### src/hdl/bdcq_pkg.sv
// Package for the balanced dual character queue.
// Holds the shared byte constants, operation codes and the lane control and status types.
// Depends on nothing; the lane, the top level and the testbench import it.
`default_nettype none

package bdcq_pkg;

    // Filler character held by every unused slot.
    localparam logic [7:0] DASH = 8'h2D;

    // Operation codes carried by the kind field.
    typedef enum logic {
        OP_ENQUEUE = 1'b0,
        OP_DEQUEUE = 1'b1
    } t_op;

    // Queue selector codes.
    localparam logic QUEUE_A = 1'b0;
    localparam logic QUEUE_B = 1'b1;

    // Commands from the arbiter to one queue lane.
    typedef struct packed {
        logic       push;
        logic       pop;
        logic [7:0] data;
    } t_lane_ctrl;

    // Characters that one lane reports: its present head and its state after the update.
    typedef struct packed {
        logic [7:0] head;
        logic [7:0] next_front;
        logic [7:0] next_back;
    } t_lane_stat;

    // Registered result of one transaction.
    typedef struct packed {
        logic [7:0] data_out;
        logic       was_empty;
        logic       dropped;
        logic       chosen_queue;
        logic [3:0] count_a;
        logic [3:0] count_b;
        logic [7:0] front_a;
        logic [7:0] front_b;
        logic [7:0] back_a;
        logic [7:0] back_b;
    } t_result;

endpackage

`default_nettype wire

### src/hdl/bdcq_if.sv
// Channel interfaces of the balanced dual character queue: command in, result out.
// Both carry valid, ready and the payload; they depend on nothing else.
`default_nettype none

interface bdcq_cmd_if;
    logic       valid;
    logic       ready;
    logic       kind;
    logic [7:0] data_in;

    modport source (output valid, output kind, output data_in, input ready);
    modport sink   (input valid, input kind, input data_in, output ready);
endinterface

interface bdcq_res_if;
    logic       valid;
    logic       ready;
    logic [7:0] data_out;
    logic       was_empty;
    logic       dropped;
    logic       chosen_queue;
    logic [3:0] count_a;
    logic [3:0] count_b;
    logic [7:0] front_a;
    logic [7:0] front_b;
    logic [7:0] back_a;
    logic [7:0] back_b;

    modport source (output valid, output data_out, output was_empty, output dropped,
                    output chosen_queue, output count_a, output count_b, output front_a,
                    output front_b, output back_a, output back_b, input ready);
    modport sink   (input valid, input data_out, input was_empty, input dropped,
                    input chosen_queue, input count_a, input count_b, input front_a,
                    input front_b, input back_a, input back_b, output ready);
endinterface

`default_nettype wire

### src/hdl/bdcq_lane.sv
// One shifting byte queue lane: front at slot zero, removal shifts every slot forward.
// Depends on bdcq_pkg for the dash constant and the lane control and status types.
`default_nettype none

module bdcq_lane
    import bdcq_pkg::*;
#(
    parameter int QUEUE_DEPTH = 8,
    parameter int CW          = 4
) (
    input  wire logic          i_clk,
    input  wire logic          i_rst_n,
    input  t_lane_ctrl         i_ctrl,
    output logic [CW-1:0]      o_count,
    output logic [CW-1:0]      o_next_count,
    output t_lane_stat         o_stat
);

    logic [7:0]    r_slots [QUEUE_DEPTH];
    logic [7:0]    n_slots [QUEUE_DEPTH];
    logic [CW-1:0] r_count;
    logic [CW-1:0] n_count;
    logic [7:0]    r_back;
    logic [7:0]    n_back;

    // Slot update: a push writes the first free slot, a pop shifts all slots forward.
    always_comb begin
        for (int i = 0; i < QUEUE_DEPTH; i++) begin
            n_slots[i] = r_slots[i];
            if (i_ctrl.pop) begin
                if (i < QUEUE_DEPTH - 1) begin
                    n_slots[i] = r_slots[(i + 1) % QUEUE_DEPTH];
                end else begin
                    n_slots[i] = DASH;
                end
            end else if (i_ctrl.push && (r_count == CW'(i))) begin
                n_slots[i] = i_ctrl.data;
            end
        end
    end

    // Fill count and tail character follow the same command.
    always_comb begin
        n_count = r_count;
        n_back  = r_back;
        if (i_ctrl.push) begin
            n_count = r_count + CW'(1);
            n_back  = i_ctrl.data;
        end else if (i_ctrl.pop) begin
            n_count = r_count - CW'(1);
            if (r_count == CW'(1)) begin
                n_back = DASH;
            end
        end
    end

    always_ff @(posedge i_clk) begin
        if (!i_rst_n) begin
            for (int i = 0; i < QUEUE_DEPTH; i++) begin
                r_slots[i] <= DASH;
            end
            r_count <= '0;
            r_back  <= DASH;
        end else begin
            r_slots <= n_slots;
            r_count <= n_count;
            r_back  <= n_back;
        end
    end

    // Empty slots hold dash, so slot zero is the front character in every case.
    assign o_count           = r_count;
    assign o_next_count      = n_count;
    assign o_stat.head       = r_slots[0];
    assign o_stat.next_front = n_slots[0];
    assign o_stat.next_back  = n_back;

endmodule

`default_nettype wire

### src/hdl/balanced_dual_char_queue.sv
// Top level of the balanced dual character queue: arbiter, two queue lanes and result register.
// Depends on bdcq_pkg, the channel interfaces in bdcq_if and the bdcq_lane module.
//
// The block holds two byte queues, A and B, each QUEUE_DEPTH slots deep, and handles one
// command transaction per clock cycle whenever the result register is empty or being drained.
// An enqueue goes to the shorter queue (ties to A, and to the other queue when one is full;
// dropped is flagged when both are full). A dequeue takes from the longer queue (ties to A)
// and returns dash (0x2D) with was_empty set when both are empty. Every command yields exactly
// one result, registered and shown in the cycle after acceptance, carrying both counts (modulo
// 16) and the front and back characters of both queues. The queue choice and the parallel
// slot shift are combinational, so the single result register sets the rate.
`default_nettype none

module balanced_dual_char_queue
    import bdcq_pkg::*;
#(
    parameter int QUEUE_DEPTH = 8
) (
    input  wire logic i_clk,
    input  wire logic i_rst_n,
    bdcq_cmd_if.sink  i_cmd,
    bdcq_res_if.source o_res
);

    localparam int CW = $clog2(QUEUE_DEPTH + 1);
    localparam logic [CW-1:0] DEPTH_C = CW'(QUEUE_DEPTH);

    logic          accept;
    logic [CW-1:0] count_a;
    logic [CW-1:0] count_b;
    logic [CW-1:0] next_count_a;
    logic [CW-1:0] next_count_b;
    logic          full_a;
    logic          full_b;
    logic          drop;
    logic          empty;
    logic          pick;
    t_lane_ctrl    ctrl_a;
    t_lane_ctrl    ctrl_b;
    t_lane_stat    stat_a;
    t_lane_stat    stat_b;
    t_result       n_res;
    t_result       r_res;
    logic          r_valid;

    // A command is taken whenever the result register is free or being drained.
    assign i_cmd.ready = !r_valid || o_res.ready;
    assign accept      = i_cmd.valid && i_cmd.ready;

    assign full_a = (count_a == DEPTH_C);
    assign full_b = (count_b == DEPTH_C);

    // Queue choice for both operations.
    always_comb begin
        drop  = 1'b0;
        empty = 1'b0;
        pick  = QUEUE_A;
        if (t_op'(i_cmd.kind) == OP_ENQUEUE) begin
            if (full_a && full_b) begin
                drop = 1'b1;
            end else if (full_a) begin
                pick = QUEUE_B;
            end else if (full_b) begin
                pick = QUEUE_A;
            end else begin
                pick = (count_a <= count_b) ? QUEUE_A : QUEUE_B;
            end
        end else begin
            if ((count_a == '0) && (count_b == '0)) begin
                empty = 1'b1;
            end else begin
                pick = (count_a >= count_b) ? QUEUE_A : QUEUE_B;
            end
        end
    end

    // Lane commands.
    always_comb begin
        ctrl_a.data = i_cmd.data_in;
        ctrl_b.data = i_cmd.data_in;
        ctrl_a.push = accept && (t_op'(i_cmd.kind) == OP_ENQUEUE) && !drop && (pick == QUEUE_A);
        ctrl_b.push = accept && (t_op'(i_cmd.kind) == OP_ENQUEUE) && !drop && (pick == QUEUE_B);
        ctrl_a.pop  = accept && (t_op'(i_cmd.kind) == OP_DEQUEUE) && !empty && (pick == QUEUE_A);
        ctrl_b.pop  = accept && (t_op'(i_cmd.kind) == OP_DEQUEUE) && !empty && (pick == QUEUE_B);
    end

    bdcq_lane #(
        .QUEUE_DEPTH (QUEUE_DEPTH),
        .CW          (CW)
    ) u_lane_a (
        .i_clk        (i_clk),
        .i_rst_n      (i_rst_n),
        .i_ctrl       (ctrl_a),
        .o_count      (count_a),
        .o_next_count (next_count_a),
        .o_stat       (stat_a)
    );

    bdcq_lane #(
        .QUEUE_DEPTH (QUEUE_DEPTH),
        .CW          (CW)
    ) u_lane_b (
        .i_clk        (i_clk),
        .i_rst_n      (i_rst_n),
        .i_ctrl       (ctrl_b),
        .o_count      (count_b),
        .o_next_count (next_count_b),
        .o_stat       (stat_b)
    );

    // Result of the transaction: the popped head, and the lane states after the update.
    always_comb begin
        n_res.data_out     = DASH;
        if (ctrl_a.pop) begin
            n_res.data_out = stat_a.head;
        end else if (ctrl_b.pop) begin
            n_res.data_out = stat_b.head;
        end
        n_res.was_empty    = (t_op'(i_cmd.kind) == OP_DEQUEUE) && empty;
        n_res.dropped      = (t_op'(i_cmd.kind) == OP_ENQUEUE) && drop;
        n_res.chosen_queue = pick;
        n_res.count_a      = 4'(next_count_a);
        n_res.count_b      = 4'(next_count_b);
        n_res.front_a      = stat_a.next_front;
        n_res.front_b      = stat_b.next_front;
        n_res.back_a       = stat_a.next_back;
        n_res.back_b       = stat_b.next_back;
    end

    // Result register.
    always_ff @(posedge i_clk) begin
        if (!i_rst_n) begin
            r_valid <= 1'b0;
        end else if (accept) begin
            r_valid <= 1'b1;
        end else if (o_res.ready) begin
            r_valid <= 1'b0;
        end
    end

    always_ff @(posedge i_clk) begin
        if (accept) begin
            r_res <= n_res;
        end
    end

    assign o_res.valid        = r_valid;
    assign o_res.data_out     = r_res.data_out;
    assign o_res.was_empty    = r_res.was_empty;
    assign o_res.dropped      = r_res.dropped;
    assign o_res.chosen_queue = r_res.chosen_queue;
    assign o_res.count_a      = r_res.count_a;
    assign o_res.count_b      = r_res.count_b;
    assign o_res.front_a      = r_res.front_a;
    assign o_res.front_b      = r_res.front_b;
    assign o_res.back_a       = r_res.back_a;
    assign o_res.back_b       = r_res.back_b;

endmodule

`default_nettype wire

### src/flat_wrapper.sv
// flat-port wrapper written by rule: the top's interface ports become plain ports
module balanced_dual_char_queue_flat import bdcq_pkg::*;
#(
    parameter int QUEUE_DEPTH = 8
)
  (i_clk, i_rst_n, i_cmd_valid, i_cmd_kind, i_cmd_data_in, i_cmd_ready, o_res_valid, o_res_data_out, o_res_was_empty, o_res_dropped, o_res_chosen_queue, o_res_count_a, o_res_count_b, o_res_front_a, o_res_front_b, o_res_back_a, o_res_back_b, o_res_ready);
  bdcq_cmd_if i_cmd_i ();
  bdcq_res_if o_res_i ();
  input  wire logic i_clk;
  input  wire logic i_rst_n;
  input wire logic [$bits(i_cmd_i.valid)-1:0] i_cmd_valid;
  input wire logic [$bits(i_cmd_i.kind)-1:0] i_cmd_kind;
  input wire logic [$bits(i_cmd_i.data_in)-1:0] i_cmd_data_in;
  output wire logic [$bits(i_cmd_i.ready)-1:0] i_cmd_ready;
  output wire logic [$bits(o_res_i.valid)-1:0] o_res_valid;
  output wire logic [$bits(o_res_i.data_out)-1:0] o_res_data_out;
  output wire logic [$bits(o_res_i.was_empty)-1:0] o_res_was_empty;
  output wire logic [$bits(o_res_i.dropped)-1:0] o_res_dropped;
  output wire logic [$bits(o_res_i.chosen_queue)-1:0] o_res_chosen_queue;
  output wire logic [$bits(o_res_i.count_a)-1:0] o_res_count_a;
  output wire logic [$bits(o_res_i.count_b)-1:0] o_res_count_b;
  output wire logic [$bits(o_res_i.front_a)-1:0] o_res_front_a;
  output wire logic [$bits(o_res_i.front_b)-1:0] o_res_front_b;
  output wire logic [$bits(o_res_i.back_a)-1:0] o_res_back_a;
  output wire logic [$bits(o_res_i.back_b)-1:0] o_res_back_b;
  input wire logic [$bits(o_res_i.ready)-1:0] o_res_ready;
  assign i_cmd_i.valid = i_cmd_valid;
  assign i_cmd_i.kind = i_cmd_kind;
  assign i_cmd_i.data_in = i_cmd_data_in;
  assign i_cmd_ready = i_cmd_i.ready;
  assign o_res_valid = o_res_i.valid;
  assign o_res_data_out = o_res_i.data_out;
  assign o_res_was_empty = o_res_i.was_empty;
  assign o_res_dropped = o_res_i.dropped;
  assign o_res_chosen_queue = o_res_i.chosen_queue;
  assign o_res_count_a = o_res_i.count_a;
  assign o_res_count_b = o_res_i.count_b;
  assign o_res_front_a = o_res_i.front_a;
  assign o_res_front_b = o_res_i.front_b;
  assign o_res_back_a = o_res_i.back_a;
  assign o_res_back_b = o_res_i.back_b;
  assign o_res_i.ready = o_res_ready;
  balanced_dual_char_queue #(.QUEUE_DEPTH(QUEUE_DEPTH)) u_core (.i_clk(i_clk), .i_rst_n(i_rst_n), .i_cmd(i_cmd_i), .o_res(o_res_i));
endmodule
### config.mk
export PLATFORM = sky130hd
export DESIGN_NAME = balanced_dual_char_queue_flat
export DESIGN_NICKNAME = d
export VERILOG_FILES = /design/src/hdl/bdcq_pkg.sv /design/src/hdl/bdcq_if.sv /design/src/hdl/bdcq_lane.sv /design/src/hdl/balanced_dual_char_queue.sv /design/src/flat_wrapper.sv
export SDC_FILE = /design/constraint.sdc
export NUM_CORES = 1
export LEC_CHECK = 0
export BUFFER_PORTS_ARGS = -buffer_cell sky130_fd_sc_hd__buf_2
export CELL_PAD_IN_SITES_DETAIL_PLACEMENT = 1
export CELL_PAD_IN_SITES_GLOBAL_PLACEMENT = 2
export CORE_MARGIN = 1.5
export CORE_UTILIZATION = 39
export DETAILED_ROUTE_END_ITERATION = 10
export GPL_ROUTABILITY_DRIVEN = 0
export PLACE_DENSITY = 0.84
export SYNTH_ARGS = -nofsm -noshare
export SYNTH_HDL_FRONTEND = slang
export SYNTH_SLANG_ARGS = --single-unit
### constraint.sdc
create_clock -name i_clk -period 4 [get_ports i_clk]
set_input_delay 0.8 -clock i_clk [delete_from_list [all_inputs] [get_ports i_clk]]
set_output_delay 0.8 -clock i_clk [all_outputs]
set_load 0.1 [all_outputs]
==> impl_metrics.toml <==
[drt]
routedWlPerCell_um = 20.3
dr.pass1.iters = 5
drtAntennaViolNets = 0
drtIter0Drc = 430
totalWireLength_mm = 25.8
drc = 0
vias = 7332
vias_per_cell = 5.79

[die]
start_util_pct = 39.7
ios = 66
die-area_mm2 = 0.0239
die_h_um = 155
core_area_mm2 = 0.0226
rows = 55
die_x_um = 155

[yosys]
synth_nets = 950
syn_area_per_cell_um2 = 9.72
synth_area_mm2 = 0.00897
yosys.area.top_type_share_pct = 34.2
synth_edf_count = 51
synthTopCellsByArea = "dfxtp_1 (34%), edfxtp_1 (17%), mux2i_1 (5.5%)"
synthCells = 923
synth_top_flop_cell = "dfxtp_1"
async_flop_share_pct = 0
yosys.area.top_type = "dfxtp_1"
synth_warnings = 0
ys_seq_area_share_pct = 51.2
synth_cell_types = 68
yosys.cell_count.top_type = "dfxtp_1"
synthTopCellsByCount = "dfxtp_1 (153), nand2_1 (92), nor2_1 (68)"
ys_ff_latch = 204

[finish]
multi_input_area_mm2 = 0.00400
fin_cells = 1267
fill_cells = 2556
area_delta_synth_final_pct = 15.3
nets = 991
n_antenna_cell = 0
drive_above_1_share_pct = 15.5
seq_area_mm2 = 0.00459
post-route-util_pct = 45.8

[setup_path]
cp_data_arrival_time_ns = 3.47
path_class = "flop to flop"
cp-end-kind = "flop"
critPathLaunchType = "flop"
required_ns = 4.24
cp_max_fo = 17

[global_route]
grt_pass1_wl_mm = 40.9
antenna_found_initial = 0
gr-usage-all-layers_pct = 21.6
gr-total-overflow = 0
grt_pass1_vias = 7254
grt_max_degree = 102

[clock_network]
cts_resized = 0
cts_tree = "built"
cts_buffers = 24
cts-root-buf = "clkbuf_16"
clkTransAtPathRegs_ns = 0.06
h-tree-depth = 1
clkLatencyLatePin_ns = 0.51
clockBufferDepth = 3
cts_sinks = 204
ctsHoldBuffers = 0
postCtsSetupRepairBufs = 0

[power]
p_comb_share_pct = 41.2
pwr-share-clk_pct = 26.2
p_per_area_mw_per_mm2 = 822
power_switching_mw = 3.72
internal_power_mw = 4.79
leakagePower_nw = 3.82
sw_frac_of_total_pct = 43.7
p_seq_share_pct = 32.5
peakVddDrop_mv = 0.329

[worst_hold_path]
hp-class = "flop to flop"

[placed_design]
portBuffers = 65
pre_cts_slack_ns = 0.744
dp.final_hpwl_mm = 16.8
dp.cells = 1223

[timing]
final_hold_viol_count = 0
tightest_slew_ns = 1.06
max_freq_ghz = 0.309
setup_ws_ns = 0.764
slew_headroom_pct = 29.3
period_share_pct = 80.9
final.setup_skew_ns = 0.0105
whs_ns = 0.444
finalSetupViolCount = 0
fin_tns_setup_ns = 0
rsz0062_at_grt = "no"
slew_violations = 0
period_needed_ns = 3.24

[flow_run]
maxCapViolCount = 0

[status]
status = "complete, no violations"
==> area by class of cell <==
cell class                 instances  area share (%)
inverter                          21           0.774
tap                              285            3.45
timing repair buffer              85            4.72
sequential                       204            44.4
clock buffer                      31            6.77
multi-input combinational        628            38.7
clock inverter                    13            1.16
==> flip-flops by register name, indices dropped and copies added (netlist names), 4 cells and up <==
register,cells
u_core.u_lane_b.r_slots,56
u_core.o_res.front_a,8
u_core.u_lane_b.r_back,8
u_core.u_lane_b.o_count,4
u_core.u_lane_a.r_slots,56
u_core.o_res.front_b,8
u_core.o_res.count_a,4
u_core.u_lane_b.o_stat,8
u_core.u_lane_a.o_stat,8
u_core.o_res.back_b,8
u_core.o_res.back_a,8
u_core.u_lane_a.o_count,4
u_core.u_lane_a.r_back,8
u_core.o_res.data_out,8
u_core.o_res.count_b,4
==> per-layer routing <==
layer / vias up / share of wire (%) / global-route usage (%)
met4: 0 / 2.5 / 6.82
met3: 42 / 4.3 / 2.80
met2: 158 / 45 / 34.9
li1: 3495 / - / -
met5: - / 0 / 0
met1: 3637 / 48 / 30.0
==> worst max-delay path, cell delays in order (launching register included) <==
cell	delay, ns
dfxtp_1	0.48
inv_1	0.15
ha_1	0.32
and3b_1	0.41
a2111oi_4	0.82
and3_1	0.60
o21ai_0	0.18
==> logic make-up (layout without fill, tap and decap cells) <==
logic type | after synthesis | after routing | share of synthesized area [%]
AND/OR/NAND/NOR | 283 | 283 | 15.3
AO/OA/AOI/OAI | 272 | 272 | 20.5
flip-flops | 204 | 204 | 51.2
buffers and inverters | 91 | 150 | 4.41
multiplexers | 53 | 53 | 5.97
adder cells (fa/ha/maj) | 14 | 14 | 1.95
XOR/XNOR | 6 | 6 | 0.586
==> metrics by stage <==
stage / power (mW) / area, um^2
2_1_floorplan: 5.38 / 8970
3_3_place_gp: 6.22 / 9520
3_5_place_dp: 6.28 / 9520
4_1_cts: 8.53 / 10300
5_1_grt: 8.93 / 10300
6_report: 8.50 / 10300
==> path summary, 6_finish.rpt <==
path | startpoint | endpoint | slack [ns] | cells past startpoint
worst min-delay path | u_core.u_lane_b.r_slots[12] | u_core.u_lane_b.r_slots[12] | 0.44 | 2
worst max-delay path | u_core.u_lane_b.o_count[0] | u_core.o_res.back_b[0] | 0.76 | 6
worst max register to register | u_core.u_lane_b.o_count[0] | u_core.o_res.back_b[0] | 0.76 | 6
worst min register to register | u_core.u_lane_b.r_slots[12] | u_core.u_lane_b.r_slots[12] | 0.44 | 2
==> layout by cell type, fill, tap and decap left out, types with 22 or more instances in the layout <==
master and n:
o211ai_1 23, nor2_1 68, mux2i_1 49, nor3_1 29, clkbuf_16 27, buf_2 65
o21ai_0 64, edfxtp_1 51, a22oi_1 22, dfxtp_1 153, nand2_1 92, a21oi_1 54
nand3_1 31, a31oi_1 23
==> power groups by stage <==
stage               Combinational, mW  Clock, mW  Sequential [mW]
floorplan                        1.73          0             3.65
global placement                 3.42          0             2.79
detailed placement               3.47          0             2.81
global route                     3.75       2.37             2.80
CTS                              3.49       2.28             2.77
finish                           3.51       2.23             2.77
Power figures use the tool's default switching activity.
